`src/sv/buddy_block_allocator_top_macros.svh`:
```
// Assertion macros used by the allocator walker module.
`ifndef BUDDY_BLOCK_ALLOCATOR_TOP_MACROS_SVH
`define BUDDY_BLOCK_ALLOCATOR_TOP_MACROS_SVH

`ifndef NO_ASSERTIONS

`define BBA_ASSERT_IMP(lbl, ante, cons) \
    lbl: assert property (@(posedge clk) disable iff (!rst_n) (ante) |-> (cons)) \
        else $error("%m: check failed");

`define BBA_ASSERT_ALWAYS(lbl, expr) \
    lbl: assert property (@(posedge clk) disable iff (!rst_n) (expr)) \
        else $error("%m: check failed");

`else

`define BBA_ASSERT_IMP(lbl, ante, cons)

`define BBA_ASSERT_ALWAYS(lbl, expr)

`endif

`endif

```
`src/sv/bba_pkg.sv`:
```
package bba_pkg;

    localparam int POOL_BLOCKS_DEF = 1024;

    localparam int REQ_W  = 11;
    localparam int OFF_W  = 10;
    localparam int CNT_W  = 11;
    localparam int ST_W   = 2;
    localparam int ADDR_W = 11;
    localparam int NODE_W = 4;
    localparam int ORD_W  = NODE_W;

    localparam logic [NODE_W-1:0] NODE_USED = '1;

    localparam logic [ST_W-1:0] ST_OK        = 2'd0;
    localparam logic [ST_W-1:0] ST_BAD_REQ   = 2'd1;
    localparam logic [ST_W-1:0] ST_NOT_FOUND = 2'd2;

    localparam logic CMD_ALLOC = 1'b0;
    localparam logic CMD_FREE  = 1'b1;

    typedef struct packed {
        logic             cmd;
        logic [REQ_W-1:0] req_blocks;
        logic [OFF_W-1:0] free_offset;
    } cmd_t;

    typedef struct packed {
        logic [ST_W-1:0]  status;
        logic [OFF_W-1:0] block_offset;
        logic [CNT_W-1:0] used_blocks;
    } rsp_t;

    typedef struct packed {
        logic              re;
        logic [ADDR_W-1:0] raddr;
        logic              we;
        logic [ADDR_W-1:0] waddr;
        logic [NODE_W-1:0] wdata;
    } mem_cmd_t;

    function automatic logic [ORD_W-1:0] ceil_log2_req(input logic [REQ_W-1:0] x);
        logic [ORD_W-1:0] r;
        r = '0;
        for (int i = 0; i < REQ_W; i++)
        begin
            if (x > (REQ_W'(1) << i))
            begin
                r = ORD_W'(i + 1);
            end
        end
        return r;
    endfunction

    function automatic logic [ORD_W-1:0] floor_log2_addr(input logic [ADDR_W-1:0] x);
        logic [ORD_W-1:0] r;
        r = '0;
        for (int i = 0; i < ADDR_W; i++)
        begin
            if (x[i])
            begin
                r = ORD_W'(i);
            end
        end
        return r;
    endfunction

    function automatic logic [ADDR_W-1:0] node_parent(input logic [ADDR_W-1:0] x);
        logic [ADDR_W-1:0] t;
        t = x - ADDR_W'(1);
        return t >> 1;
    endfunction

    function automatic logic [ADDR_W-1:0] node_sibling(input logic [ADDR_W-1:0] x);
        return x[0] ? x + ADDR_W'(1) : x - ADDR_W'(1);
    endfunction

    function automatic logic [ADDR_W-1:0] node_left(input logic [ADDR_W-1:0] x);
        return {x[ADDR_W-2:0], 1'b1};
    endfunction

endpackage

```
`src/sv/bba_walker.sv`:
```
`include "buddy_block_allocator_top_macros.svh"

module bba_walker import bba_pkg::*; #(
    parameter int POOL_BLOCKS = POOL_BLOCKS_DEF
) (
    input  logic              clk,
    input  logic              rst_n,
    input  logic              cmd_valid,
    output logic              cmd_ready,
    input  cmd_t              cmd,
    output logic              rsp_valid,
    input  logic              rsp_ready,
    output rsp_t              rsp,
    output mem_cmd_t          mem_cmd,
    input  logic [NODE_W-1:0] mem_rdata
);

    localparam int TOP   = $clog2(POOL_BLOCKS);
    localparam int NODES = 2 * POOL_BLOCKS - 1;

    localparam logic [ORD_W-1:0]  TOP_ORD   = ORD_W'(TOP);
    localparam logic [ADDR_W-1:0] LAST_NODE = ADDR_W'(NODES - 1);
    localparam logic [ADDR_W-1:0] POOL_ADDR = ADDR_W'(POOL_BLOCKS);
    localparam logic [CNT_W-1:0]  POOL_CNT  = CNT_W'(POOL_BLOCKS);

    localparam int S_W = 3;
    localparam logic [S_W-1:0] S_INIT  = 3'd0;
    localparam logic [S_W-1:0] S_IDLE  = 3'd1;
    localparam logic [S_W-1:0] S_ROOT  = 3'd2;
    localparam logic [S_W-1:0] S_DOWN  = 3'd3;
    localparam logic [S_W-1:0] S_UP    = 3'd4;
    localparam logic [S_W-1:0] S_CLIMB = 3'd5;
    localparam logic [S_W-1:0] S_DONE  = 3'd6;

    logic [S_W-1:0]    state_reg,    state_next;
    logic [ADDR_W-1:0] init_reg,     init_next;
    logic [CNT_W-1:0]  used_reg,     used_next;
    logic              free_reg,     free_next;
    logic [ORD_W-1:0]  k_reg,        k_next;
    logic [ORD_W-1:0]  ord_reg,      ord_next;
    logic [ADDR_W-1:0] idx_reg,      idx_next;
    logic [OFF_W-1:0]  off_reg,      off_next;
    logic [NODE_W-1:0] val_reg,      val_next;
    logic [ST_W-1:0]   status_reg,   status_next;
    logic [OFF_W-1:0]  res_off_reg,  res_off_next;

    logic [ORD_W-1:0]  req_ord;
    logic [CNT_W:0]    alloc_sum;
    logic [CNT_W-1:0]  used_alloc;
    logic [CNT_W-1:0]  run_blocks;
    logic [CNT_W-1:0]  used_free;
    logic [ADDR_W-1:0] left_idx;
    logic              left_fits;
    logic [ADDR_W-1:0] down_idx;
    logic [ORD_W-1:0]  down_ord;
    logic [OFF_W-1:0]  down_off;
    logic [ADDR_W-1:0] par_idx;
    logic [NODE_W-1:0] l_val;
    logic [NODE_W-1:0] r_val;
    logic [NODE_W-1:0] par_val;

    assign req_ord    = ceil_log2_req(cmd.req_blocks);
    assign alloc_sum  = {1'b0, used_reg} + ((CNT_W + 1)'(1) << k_reg);
    assign used_alloc = (alloc_sum > (CNT_W + 1)'(POOL_BLOCKS)) ? POOL_CNT
                                                                : alloc_sum[CNT_W-1:0];
    assign run_blocks = CNT_W'(1) << ord_reg;
    assign used_free  = (used_reg >= run_blocks) ? used_reg - run_blocks : '0;

    assign left_idx  = node_left(idx_reg);
    assign left_fits = (mem_rdata != NODE_USED) && (mem_rdata >= k_reg);
    assign down_idx  = left_fits ? left_idx : left_idx + ADDR_W'(1);
    assign down_ord  = ord_reg - ORD_W'(1);
    assign down_off  = left_fits ? off_reg : off_reg | (OFF_W'(1) << down_ord);

    assign par_idx = node_parent(idx_reg);
    assign l_val   = idx_reg[0] ? val_reg : mem_rdata;
    assign r_val   = idx_reg[0] ? mem_rdata : val_reg;

    always_comb
    begin
        if (free_reg && (l_val == ord_reg) && (r_val == ord_reg))
        begin
            par_val = ord_reg + ORD_W'(1);
        end
        else if (l_val == NODE_USED)
        begin
            par_val = r_val;
        end
        else if (r_val == NODE_USED)
        begin
            par_val = l_val;
        end
        else
        begin
            par_val = (l_val > r_val) ? l_val : r_val;
        end
    end

    always_comb
    begin
        state_next   = state_reg;
        init_next    = init_reg;
        used_next    = used_reg;
        free_next    = free_reg;
        k_next       = k_reg;
        ord_next     = ord_reg;
        idx_next     = idx_reg;
        off_next     = off_reg;
        val_next     = val_reg;
        status_next  = status_reg;
        res_off_next = res_off_reg;
        mem_cmd      = '0;
        cmd_ready    = 1'b0;
        rsp_valid    = 1'b0;

        case (state_reg)
            S_INIT:
            begin
                mem_cmd.we    = 1'b1;
                mem_cmd.waddr = init_reg;
                mem_cmd.wdata = TOP_ORD - floor_log2_addr(init_reg + ADDR_W'(1));
                init_next     = init_reg + ADDR_W'(1);
                if (init_reg == LAST_NODE)
                begin
                    state_next = S_IDLE;
                end
            end

            S_IDLE:
            begin
                cmd_ready = 1'b1;
                if (cmd_valid)
                begin
                    free_next    = (cmd.cmd == CMD_FREE);
                    status_next  = ST_OK;
                    res_off_next = '0;
                    k_next       = req_ord;
                    ord_next     = '0;
                    if (cmd.cmd == CMD_ALLOC)
                    begin
                        if ((cmd.req_blocks == '0) || (cmd.req_blocks > REQ_W'(POOL_BLOCKS)))
                        begin
                            status_next = ST_BAD_REQ;
                            state_next  = S_DONE;
                        end
                        else
                        begin
                            mem_cmd.re    = 1'b1;
                            mem_cmd.raddr = '0;
                            state_next    = S_ROOT;
                        end
                    end
                    else if (ADDR_W'(cmd.free_offset) >= POOL_ADDR)
                    begin
                        status_next = ST_NOT_FOUND;
                        state_next  = S_DONE;
                    end
                    else
                    begin
                        idx_next      = ADDR_W'(cmd.free_offset) + (POOL_ADDR - ADDR_W'(1));
                        mem_cmd.re    = 1'b1;
                        mem_cmd.raddr = idx_next;
                        state_next    = S_CLIMB;
                    end
                end
            end

            S_ROOT:
            begin
                idx_next = '0;
                ord_next = TOP_ORD;
                off_next = '0;
                if ((mem_rdata == NODE_USED) || (mem_rdata < k_reg))
                begin
                    status_next = ST_BAD_REQ;
                    state_next  = S_DONE;
                end
                else if (TOP_ORD == k_reg)
                begin
                    mem_cmd.we    = 1'b1;
                    mem_cmd.waddr = '0;
                    mem_cmd.wdata = NODE_USED;
                    used_next     = used_alloc;
                    state_next    = S_DONE;
                end
                else
                begin
                    mem_cmd.re    = 1'b1;
                    mem_cmd.raddr = ADDR_W'(1);
                    state_next    = S_DOWN;
                end
            end

            S_DOWN:
            begin
                idx_next = down_idx;
                ord_next = down_ord;
                off_next = down_off;
                if (down_ord == k_reg)
                begin
                    mem_cmd.we    = 1'b1;
                    mem_cmd.waddr = down_idx;
                    mem_cmd.wdata = NODE_USED;
                    mem_cmd.re    = 1'b1;
                    mem_cmd.raddr = node_sibling(down_idx);
                    val_next      = NODE_USED;
                    used_next     = used_alloc;
                    res_off_next  = down_off;
                    state_next    = S_UP;
                end
                else
                begin
                    mem_cmd.re    = 1'b1;
                    mem_cmd.raddr = node_left(down_idx);
                end
            end

            S_UP:
            begin
                mem_cmd.we    = 1'b1;
                mem_cmd.waddr = par_idx;
                mem_cmd.wdata = par_val;
                val_next      = par_val;
                idx_next      = par_idx;
                ord_next      = ord_reg + ORD_W'(1);
                if (par_idx == '0)
                begin
                    state_next = S_DONE;
                end
                else
                begin
                    mem_cmd.re    = 1'b1;
                    mem_cmd.raddr = node_sibling(par_idx);
                end
            end

            S_CLIMB:
            begin
                if (mem_rdata == NODE_USED)
                begin
                    mem_cmd.we    = 1'b1;
                    mem_cmd.waddr = idx_reg;
                    mem_cmd.wdata = ord_reg;
                    val_next      = ord_reg;
                    used_next     = used_free;
                    if (idx_reg == '0)
                    begin
                        state_next = S_DONE;
                    end
                    else
                    begin
                        mem_cmd.re    = 1'b1;
                        mem_cmd.raddr = node_sibling(idx_reg);
                        state_next    = S_UP;
                    end
                end
                else if (idx_reg == '0)
                begin
                    status_next = ST_NOT_FOUND;
                    state_next  = S_DONE;
                end
                else
                begin
                    idx_next      = par_idx;
                    ord_next      = ord_reg + ORD_W'(1);
                    mem_cmd.re    = 1'b1;
                    mem_cmd.raddr = par_idx;
                end
            end

            S_DONE:
            begin
                rsp_valid = 1'b1;
                if (rsp_ready)
                begin
                    state_next = S_IDLE;
                end
            end

            default:
            begin
                state_next = S_IDLE;
            end
        endcase
    end

    always_ff @(posedge clk or negedge rst_n)
    begin
        if (!rst_n)
        begin
            state_reg <= S_INIT;
            init_reg  <= '0;
            used_reg  <= '0;
        end
        else
        begin
            state_reg <= state_next;
            init_reg  <= init_next;
            used_reg  <= used_next;
        end
    end

    always_ff @(posedge clk)
    begin
        free_reg    <= free_next;
        k_reg       <= k_next;
        ord_reg     <= ord_next;
        idx_reg     <= idx_next;
        off_reg     <= off_next;
        val_reg     <= val_next;
        status_reg  <= status_next;
        res_off_reg <= res_off_next;
    end

    assign rsp.status       = status_reg;
    assign rsp.block_offset = res_off_reg;
    assign rsp.used_blocks  = used_reg;

    `BBA_ASSERT_ALWAYS(a_used_bound, used_reg <= POOL_CNT)
    `BBA_ASSERT_IMP(a_no_rw_clash, mem_cmd.we && mem_cmd.re, mem_cmd.waddr != mem_cmd.raddr)
    `BBA_ASSERT_IMP(a_idle_no_write, cmd_ready, !mem_cmd.we)
    `BBA_ASSERT_IMP(a_read_before_use, (state_reg == S_ROOT) || (state_reg == S_DOWN) || (state_reg == S_UP) || (state_reg == S_CLIMB), $past(mem_cmd.re))

endmodule

```
`config.mk`:
```
export PLATFORM = sky130hd
export DESIGN_NAME = bba_walker
export DESIGN_NICKNAME = d
export VERILOG_FILES = /design/src/sv/bba_pkg.sv /design/src/sv/bba_walker.sv
export VERILOG_INCLUDE_DIRS = /design/src /design/src/sv
export SDC_FILE = /design/constraint.sdc
export NUM_CORES = 1
export LEC_CHECK = 0
export BUFFER_PORTS_ARGS = -buffer_cell sky130_fd_sc_hd__buf_2
export CAP_MARGIN = 10
export CORE_MARGIN = 4
export CORE_UTILIZATION = 30
export DETAILED_ROUTE_END_ITERATION = 7
export PLACE_DENSITY_LB_ADDON = 0.25
export REMOVE_ABC_BUFFERS = 1
export SYNTH_ARGS = -nofsm -noshare
export SYNTH_HDL_FRONTEND = slang
export SYNTH_SLANG_ARGS = --single-unit
```
`constraint.sdc`:
```
create_clock -name clk -period 7 [get_ports clk]
set_clock_uncertainty 0.1 [all_clocks]
set_input_delay 1.05 -clock clk [delete_from_list [all_inputs] [get_ports clk]]
set_output_delay 1.05 -clock clk [all_outputs]
set_load 0.02 [all_outputs]
```
==> flow_summary.json, run 1 <==
{
  "outcome": "completed",
  "reg2reg_from": "idx_reg[0]",
  "cts_hold_buf": 0,
  "nFillCells": 2934,
  "netlist.area_leader.share_pct": 16.5,
  "worstHoldStart": "init_reg[7]",
  "worst-path-buf-inv": 3,
  "antennaDiodeCount": 0,
  "htreeDepth": 3,
  "fmax_mhz": 167,
  "cp.arrival_ps": 4840,
  "hold_end": "init_reg[7]",
  "cts_tree": "yes",
  "holdWs_ps": 449,
  "drt_pass1_iterations": 8,
  "dp.cells": 1472,
  "fin_cells": 1488,
  "post-cts-setup-buffer-count": 0,
  "ys_ff_latch": 71,
  "path_cells": "inv_1 -> ha_1 -> nor3b_2 -> nand4_1 -> or2_2 -> nand2_1 -> ha_1 -> inv_1 -> nor4_1 -> a21oi_1 -> o311ai_0 -> a311oi_1 -> o21ai_0 -> o31ai_1 -> a21oi_1 -> buf_2",
  "worst_pin_slew_ps": 1150,
  "hpwl_um": 23100,
  "ir_drop_mv": 0.0977,
  "syn_area_um2": 8380,
  "drt-total-wl_um": 30100,
  "grt_max_degree": 29,
  "finalCritPeriodShare_pct": 85.5,
  "synth_cell_types": 82,
  "finalInstanceArea_um2": 9390,
  "viasPerCell": 5.77,
  "io_pins": 83,
  "synth_area_per_cell_um2": 7.83,
  "cts_made_buffers": 9,
  "cts_sinks": 71,
  "grt_pass1_vias": 8147,
  "seq_area_frac_synth_pct": 24.0,
  "maxCapViolCount": 0,
  "clockBufferDepth": 2,
  "cp-start-kind": "flop",
  "yosysTopAreaCell": "edfxtp_1",
  "cp_max_fo": 16,
  "root_buffer": "clkbuf_16",
  "power.total_mw": 1.01,
  "ys.flop_type": "edfxtp_1",
  "drc": 0,
  "yosys_warnings": 0,
  "async_flop_share_pct": 35.2,
  "p_leak_nw": 3.75,
  "crit_family": "simple AND/OR/NAND/NOR gates",
  "synth_area_leaders": "edfxtp_1 16%, ha_1 8.7%, dfrtp_1 7.5%, xnor2_1 6.7%, a21oi_1 5.1%",
  "coreArea_um2": 27200,
  "startpoint": "idx_reg[0]",
  "finalNetCount": 1202,
  "place_ws_ps": 1430,
  "critPathSlowestCell": "edfxtp_1",
  "die_w_um": 175,
  "powerDensity_nw_per_um2": 107,
  "die_h_um": 175,
  "area_delta_synth_final_pct": 12.1,
  "grt_antenna_before_repair": 0,
  "fin_tns_setup_ps": 0,
  "reg2regPathDepth": 11,
  "cp-end-kind": "output pin",
  "min_path_type": "reg2reg",
  "rsz0062_at_grt": "false",
  "synthCells": 1070,
  "overflow": 0,
  "synth_common_cells": "108 x nand2_1, 94 x nor2_1, 86 x a21oi_1",
  "grt_pass1_wl_um": 46900,
  "die_area_um2": 30700,
  "cts_resized": 0,
  "detail-route-antenna-nets": 0,
  "final_layout_size_suffix_gt1_share_pct": 12.7,
  "placed_area_um2": 9100,
  "rows": 60,
  "worst_slack_ps": 1010,
  "final_max_slew_viol_count": 0,
  "min_period_ps": 5990,
  "post_drt_wl_per_cell_um": 20.2,
  "slew_headroom_pct": 23.2,
  "r2r_end": "state_reg[0]",
  "floorplan.initialDensity_pct": 30.8,
  "postLayoutCoreUtil_pct": 34.6,
  "critical_path_class": "reg2out",
  "critical_path.max_stage_delay_ps": 670,
  "synth_edf_count": 46,
  "setup_viol": 0,
  "drt_iter0_markers": 992,
  "insertion_delay_ps": 340,
  "yosysMostFrequentCell": "nand2_1",
  "grt_util_all_layers_pct": 19.1,
  "r2r_slack_ps": 2700,
  "portBuffers": 82,
  "place_congestion": 0.984,
  "num_vias": 8593,
  "cts.clk_slew.worst_paths_ps": 60,
  "critPathRequiredTime_ps": 5850,
  "hold_path_depth": 1,
  "hold_violations": 0
}
==> worst reg2reg max path, cell delays in order (launching register included) <==
cell	delay, ps
edfxtp_1	770
inv_1	280
ha_1	320
xor2_1	250
inv_1	320
ha_1	200
nand2b_1	50
or4_1	500
o41ai_1	720
nand4_1	390
a21oi_1	240
a21o_1	100
==> placed cells by master, fill, tap and decap left out, types with 12 or more instances in the layout <==
master      n
a21o_1     13
a21oi_1    86
a222oi_1   13
a22oi_1    12
a31oi_1    15
and3_1     18
buf_2      82
buf_4      13
dfrtp_1    25
edfxtp_1   46
ha_1       58
inv_1      47
mux2i_1    15
nand2_1   108
nand3_1    34
nand4_1    18
nor2_1     93
nor3_1     36
o211ai_1   13
o21ai_0    52
or3_1      14
xnor2_1    64
xor2_1     29
==> worst max path at each step <==
stage                   to  slack, ps  depth (start not counted)
6_report       mem_cmd[25]       1010                         16
2_1_floorplan  mem_cmd[24]       1020                         14
3_5_place_dp   mem_cmd[24]       1430                         17
4_1_cts        mem_cmd[25]       1090                         16
3_3_place_gp   mem_cmd[24]       1460                         17
5_1_grt        mem_cmd[25]        690                         16
==> routing by layer <==
metal / vias up / track usage (%) / routed length (um)
met3: 50 / 4.18 / 2630
met4: 0 / 5.47 / 740
met2: 374 / 30.5 / 13500
met1: 4093 / 26.1 / 13200
li1: 4076 / - / -
met5: - / 0 / 0
==> cell families (layout without fill, tap and decap cells) <==
group,after synthesis,in the layout,share of synthesized area (%)
adders and majority gates,62,62,9.50
muxes,19,19,2.33
buffers and inverters,115,161,5.26
and+or+nand+nor,389,389,22.6
xor gates and xnor gates,94,94,9.99
DFF,71,71,24.0
AOI/OAI and AO/OA,320,320,26.3
==> report_power, final <==
part | switching (mW) | internal, mW | leakage (nW) | total [mW]
registers | 0.00148 | 0.445 | 0.771 | 0.447
logic | 0.0664 | 0.0433 | 2.84 | 0.110
clock network | 0.203 | 0.248 | 0.136 | 0.451
total | 0.271 | 0.737 | 3.75 | 1.01
==> cell type report <==
cell class	count	area [um2]	area share, %
Multi-Input combinational cell	884	5930	63.2
Inverter	50	188	2.00
Tap cell	372	465	4.96
Clock inverter	7	63.8	0.680
Timing Repair Buffer	95	508	5.41
Clock buffer	9	225	2.40
Sequential cell	71	2010	21.4
No activity file was read; power rests on OpenSTA's default activity.
==> inputs of run 2 (changes only) <==
--- a/config.mk
+++ b/config.mk
@@ -14,3 +14,5 @@
 export PLACE_DENSITY_LB_ADDON = 0.25
+export RECOVER_POWER = 25
 export REMOVE_ABC_BUFFERS = 1
+export SETUP_SLACK_MARGIN = 0.15
 export SYNTH_ARGS = -nofsm -noshare
--- a/constraint.sdc
+++ b/constraint.sdc
@@ -4,2 +4,2 @@
 set_output_delay 1.05 -clock clk [all_outputs]
-set_load 0.02 [all_outputs]
+set_load 0.05 [all_outputs]
==> run 2 against run 1 <==
Against the previous run: wire length decreased by 0.35%; die area unchanged; critical path depth unchanged; critical path type unchanged; critical endpoint unchanged.
==> flow_summary.json, run 2 (synthesized netlist as in run 1, its figures left out) <==
{
  "cts_resized": 0,
  "post-cts-setup-buffer-count": 0,
  "min_period_ps": 5950,
  "grt_util_all_layers_pct": 19.0,
  "rsz0062_at_grt": "false",
  "p_switching_mw": 0.272,
  "place_congestion": 0.995,
  "pwr-share-clk_pct": 44.7,
  "hold_violations": 0,
  "die_area_um2": 30700,
  "drt_iter0_markers": 906,
  "post_drt_wl_per_cell_um": 20.1,
  "final_layout_size_suffix_gt1_share_pct": 12.6,
  "drt-total-wl_um": 30000,
  "final_max_slew_viol_count": 0,
  "hpwl_um": 23200,
  "min_path_type": "reg2reg",
  "p_leak_nw": 3.75,
  "critPathSlowestCell": "edfxtp_1",
  "rows": 60,
  "cts_tree": "yes",
  "cts_hold_buf": 0,
  "grt_pass1_wl_um": 46300,
  "floorplan.initialDensity_pct": 30.8,
  "cp-start-kind": "flop",
  "finalNetCount": 1204,
  "p_int_mw": 0.736,
  "root_buffer": "clkbuf_16",
  "outcome": "completed",
  "num_vias": 8558,
  "powerDensity_nw_per_um2": 107,
  "grt_max_degree": 37,
  "fmax_mhz": 168,
  "cp.arrival_ps": 4800,
  "critical_path.max_stage_delay_ps": 650,
  "coreArea_um2": 27200,
  "setup_viol": 0,
  "cts_sinks": 71,
  "die_h_um": 175,
  "final_cell_mix": "108 x nand2_1, 93 x nor2_1, 86 x a21oi_1",
  "overflow": 0,
  "final_common_cell": "nand2_1",
  "viasPerCell": 5.74,
  "worst_slack_ps": 1050,
  "critPathRequiredTime_ps": 5850,
  "cts_made_buffers": 9,
  "grt_pass1_vias": 8061,
  "area_delta_synth_final_pct": 12.2,
  "cts.clk_slew.worst_paths_ps": 60,
  "clockBufferDepth": 2,
  "detail-route-antenna-nets": 0,
  "worst_pin_slew_ps": 1480,
  "htreeDepth": 3,
  "die_w_um": 175,
  "insertion_delay_ps": 340,
  "critical_path_class": "reg2out",
  "fin_tns_setup_ps": 0,
  "portBuffers": 82,
  "power_frac_seq_pct": 44.3,
  "power_frac_comb_pct": 11.0,
  "io_pins": 83,
  "path_cells": "inv_1 -> ha_1 -> nor3b_2 -> nand4_1 -> or2_2 -> nand2_1 -> ha_1 -> inv_1 -> nor4_1 -> a21oi_1 -> o311ai_0 -> a311oi_1 -> o21ai_0 -> o31ai_1 -> a21oi_1 -> buf_2",
  "maxCapViolCount": 0,
  "p_sw_share_pct": 27.0,
  "slew_headroom_pct": 1.38,
  "finalCritPeriodShare_pct": 85.0,
  "ir_drop_mv": 0.109,
  "cp_max_fo": 17,
  "place_ws_ps": 1390,
  "grt_antenna_before_repair": 2,
  "cp-end-kind": "output pin",
  "drc": 0,
  "drt_pass1_iterations": 6
}
-- run 2: cell types whose count changed in the layout (fill, tap and decap cells not counted) --
cell      delta
buf_2        -2
buf_4        +1
clkbuf_1     +3
diode_2      +1
or2_0        +1
or2_1        -1
-- run 2: power groups by stage --
stage               logic, mW  registers, mW  clock network, mW
finish                  0.111          0.447              0.451
global route            0.122          0.447              0.480
CTS                     0.110          0.447              0.462
detailed placement      0.109          0.456                  0
global placement        0.109          0.456                  0
floorplan              0.0654          0.458                  0
-- run 2: metal layers --
| metal | GRT usage, % | up-vias | routed length (um) | part of all wire (%) |
|---|---|---|---|---|
| li1 | - | 4100 | - | - |
| met1 | 25.7 | 4020 | 13400 | 45 |
| met2 | 30.6 | 376 | 13600 | 45 |
| met3 | 4.07 | 60 | 2260 | 7.6 |
| met4 | 5.47 | 2 | 762 | 2.5 |
| met5 | 0 | - | 8 | 0.027 |
-- run 2: cell type report --
type | instances | area, um2
fill | 2967 | 17800
multi-input combinational | 884 | 5930
sequential | 71 | 2010
timing repair buffer | 97 | 517
tap | 372 | 465
clock buffer | 9 | 225
inverter | 50 | 188
clock inverter | 7 | 63.8
antenna | 1 | 2.50
-- run 2: worst paths after layout --
kind                                   from          end  slack, ps  depth (start not counted)
max in group asynchronous             rst_n  used_reg[9]       5000                          1
min in group asynchronous             rst_n  init_reg[7]        940                          1
worst max register to register   ord_reg[0]  used_reg[4]       2860                         10
worst min-delay path            init_reg[7]  init_reg[7]        440                          1
worst min register to register  init_reg[7]  init_reg[7]        440                          1
worst max-delay path             idx_reg[1]  mem_cmd[25]       1050                         16
-- run 2: worst max-delay path, delay by kind of cell, from the launching register on --
kind,cells,cell delay [ps]
fa+ha+maj,2,550
buf+inv,3,560
compound gates,6,1310
simple gates,5,1370
flops,1,650
-- run 2: through the flow --
stage | utilization (%) | power (mW) | area (um2) | hold WS [ps] | std cells
after floorplan | - | 0.524 | 8130 | 397 | 1005
after global placement | 33.5 | 0.564 | 9120 | 429 | 1474
after detailed placement | 33.5 | 0.565 | 9120 | 439 | 1474
after CTS | 34.6 | 1.02 | 9410 | 453 | 1490
after global routing | 34.6 | 1.05 | 9400 | 482 | 1491
final | 34.6 | 1.01 | 9400 | 444 | 1491
==> inputs of run 3 (changes only) <==
- ABC_AREA: default -> 1
- clock period: 7 -> 6.1 ns (I/O delays scaled with it)
==> run 3 against run 2 <==
Against the previous run: non-clock buffer count shrank 4; largest cell class unchanged; cell area grew 1.7%; global-route usage up 0.45 points; via count increased by 7.9%; the flow now finishes with violations (max-capacitance violations, max-slew violations); wire length grew 1.4%; critical endpoint is now mem_cmd[2]; highest routed layer is now met4; final cell count grew 17%; register-to-register slack worse by 450 ps.
==> flow_summary.json, run 3 <==
{
  "io_pins": 83,
  "insertion_delay_ps": 350,
  "cp-end-kind": "output pin",
  "slew_headroom_pct": -1.76,
  "cp-start-kind": "flop",
  "grt_util_all_layers_pct": 19.4,
  "antennaDiodeCount": 0,
  "final_cell_mix": "302 x nand2_1, 162 x inv_1, 140 x nor2_1",
  "die_h_um": 176,
  "drt-total-wl_um": 30400,
  "fin_tns_setup_ps": 0,
  "area_delta_synth_final_pct": 13.3,
  "cts_hold_buf": 0,
  "rows": 61,
  "cts.clk_slew.worst_paths_ps": 60,
  "overflow": 0,
  "final_common_cell": "nand2_1",
  "min_path_type": "reg2reg",
  "final_max_slew_viol_count": 26,
  "post_drt_wl_per_cell_um": 17.4,
  "cts_sinks": 71,
  "synthCells": 1295,
  "die_w_um": 176,
  "hpwl_um": 24200,
  "cp.arrival_ps": 4160,
  "critPathRequiredTime_ps": 5080,
  "detail-route-antenna-nets": 0,
  "outcome": "finished, violations left",
  "seq_area_frac_synth_pct": 23.8,
  "worst_pin_slew_ps": 1530,
  "final-seq-area_um2": 2010,
  "synth_area_per_cell_um2": 6.52,
  "viasPerCell": 5.28,
  "drt_pass1_iterations": 5,
  "yosysMostFrequentCell": "nand2_1",
  "htreeDepth": 3,
  "drc": 0,
  "portBuffers": 82,
  "syn_area_um2": 8440,
  "violations": "max-capacitance violations, max-slew violations",
  "coreArea_um2": 27800,
  "critPathSlowestCell": "nor2_1",
  "synth_area_leaders": "edfxtp_1 16%, nand2_1 13%, ha_1 8.6%, dfrtp_1 7.4%, inv_1 7.1%",
  "cts_resized": 0,
  "nFillCells": 3109,
  "die_area_um2": 30900,
  "grt_max_degree": 29,
  "cts_made_buffers": 9,
  "critical_path_class": "reg2out",
  "finalNetCount": 1455,
  "maxCapViolCount": 1,
  "rsz0062_at_grt": "false",
  "cp_max_fo": 22,
  "yosys_warnings": 0,
  "grt_pass1_vias": 8734,
  "synth_cell_types": 58,
  "final_layout_size_suffix_gt1_share_pct": 12.2,
  "critical_path.max_stage_delay_ps": 690,
  "grt_pass1_wl_um": 48000,
  "finalCritPeriodShare_pct": 84.9,
  "drt_iter0_markers": 1064,
  "setup_viol": 0,
  "path_cells": "inv_1 -> nor2_1 -> inv_2 -> nor2_1 -> inv_2 -> nor2_2 -> inv_2 -> o21ai_1 -> a21oi_1 -> nand2_1 -> a21oi_1 -> nor2_1 -> buf_2",
  "netlist.area_leader.share_pct": 16.4,
  "clockBufferDepth": 2,
  "root_buffer": "clkbuf_16",
  "yosysTopAreaCell": "edfxtp_1",
  "async_flop_share_pct": 35.2,
  "num_vias": 9232,
  "floorplan.initialDensity_pct": 30.4,
  "fmax_mhz": 193,
  "cts_tree": "yes",
  "multi_input_area_um2": 5550,
  "ys_ff_latch": 71,
  "min_period_ps": 5180,
  "post-cts-setup-buffer-count": 0,
  "synth_common_cells": "302 x nand2_1, 160 x inv_1, 139 x nor2_1",
  "hold_violations": 0,
  "synth_edf_count": 46,
  "place_congestion": 0.941,
  "grt_antenna_before_repair": 0,
  "ys.flop_type": "edfxtp_1"
}
==> run 3: kinds of logic after synthesis <==
family	after synthesis	synth area share (%)
XOR/XNOR	42	4.85
buffers and inverters	226	10.6
AND/OR/NAND/NOR	643	33.6
flip-flops	71	23.8
adder cells (fa/ha/maj)	61	9.31
AO/OA/AOI/OAI	252	17.9
==> run 3: through the flow <==
step	setup slack, ps	instances	hold slack (ps)	utilization, %	area, um2
after floorplan	1330	1260	375	-	8270
after global placement	1360	1730	433	33.2	9230
after detailed placement	1320	1730	441	33.2	9230
after CTS	1040	1746	457	34.4	9560
after global routing	781	1747	493	34.4	9560
final	923	1747	454	34.4	9560
==> run 3: final timing paths <==
kind	from	to	slack [ps]	depth (start not counted)
min in group asynchronous	rst_n	init_reg[4]	830	1
worst max-delay path	state_reg[1]	mem_cmd[2]	920	13
worst min-delay path	init_reg[10]	init_reg[10]	450	2
worst max register to register	ord_reg[0]	used_reg[9]	2410	12
max in group asynchronous	rst_n	used_reg[8]	4170	1
worst min register to register	init_reg[10]	init_reg[10]	450	2
==> run 3: cell type report <==
class | instances | share of cell area [%]
clock buffers | 9 | 2.36
clock inverters | 7 | 1.07
inverters | 191 | 7.50
multi-input cells | 998 | 58.0
flip-flops and latches | 71 | 21.0
well taps | 378 | 4.95
repair buffers | 93 | 5.14
==> run 3: per-layer routing <==
metal	track usage, %	routed length (um)	part of all wire [%]
met3	3.21	2660	8.7
met4	6.89	1140	3.7
met2	27.9	12400	41
met1	29.2	14200	47
met5	0	0	0
==> run 3: critical path, delay by kind of cell, from the launching register on <==
family,cells,cell delay [ps]
DFF,1,430
and+or+nand+nor,5,1800
AOI/OAI and AO/OA,3,420
buffers and inverters,5,1170
Power of run 3 is left out: the tool's default activity adds up to more than one toggle a clock period on the data nets, which glitch-free logic cannot reach.
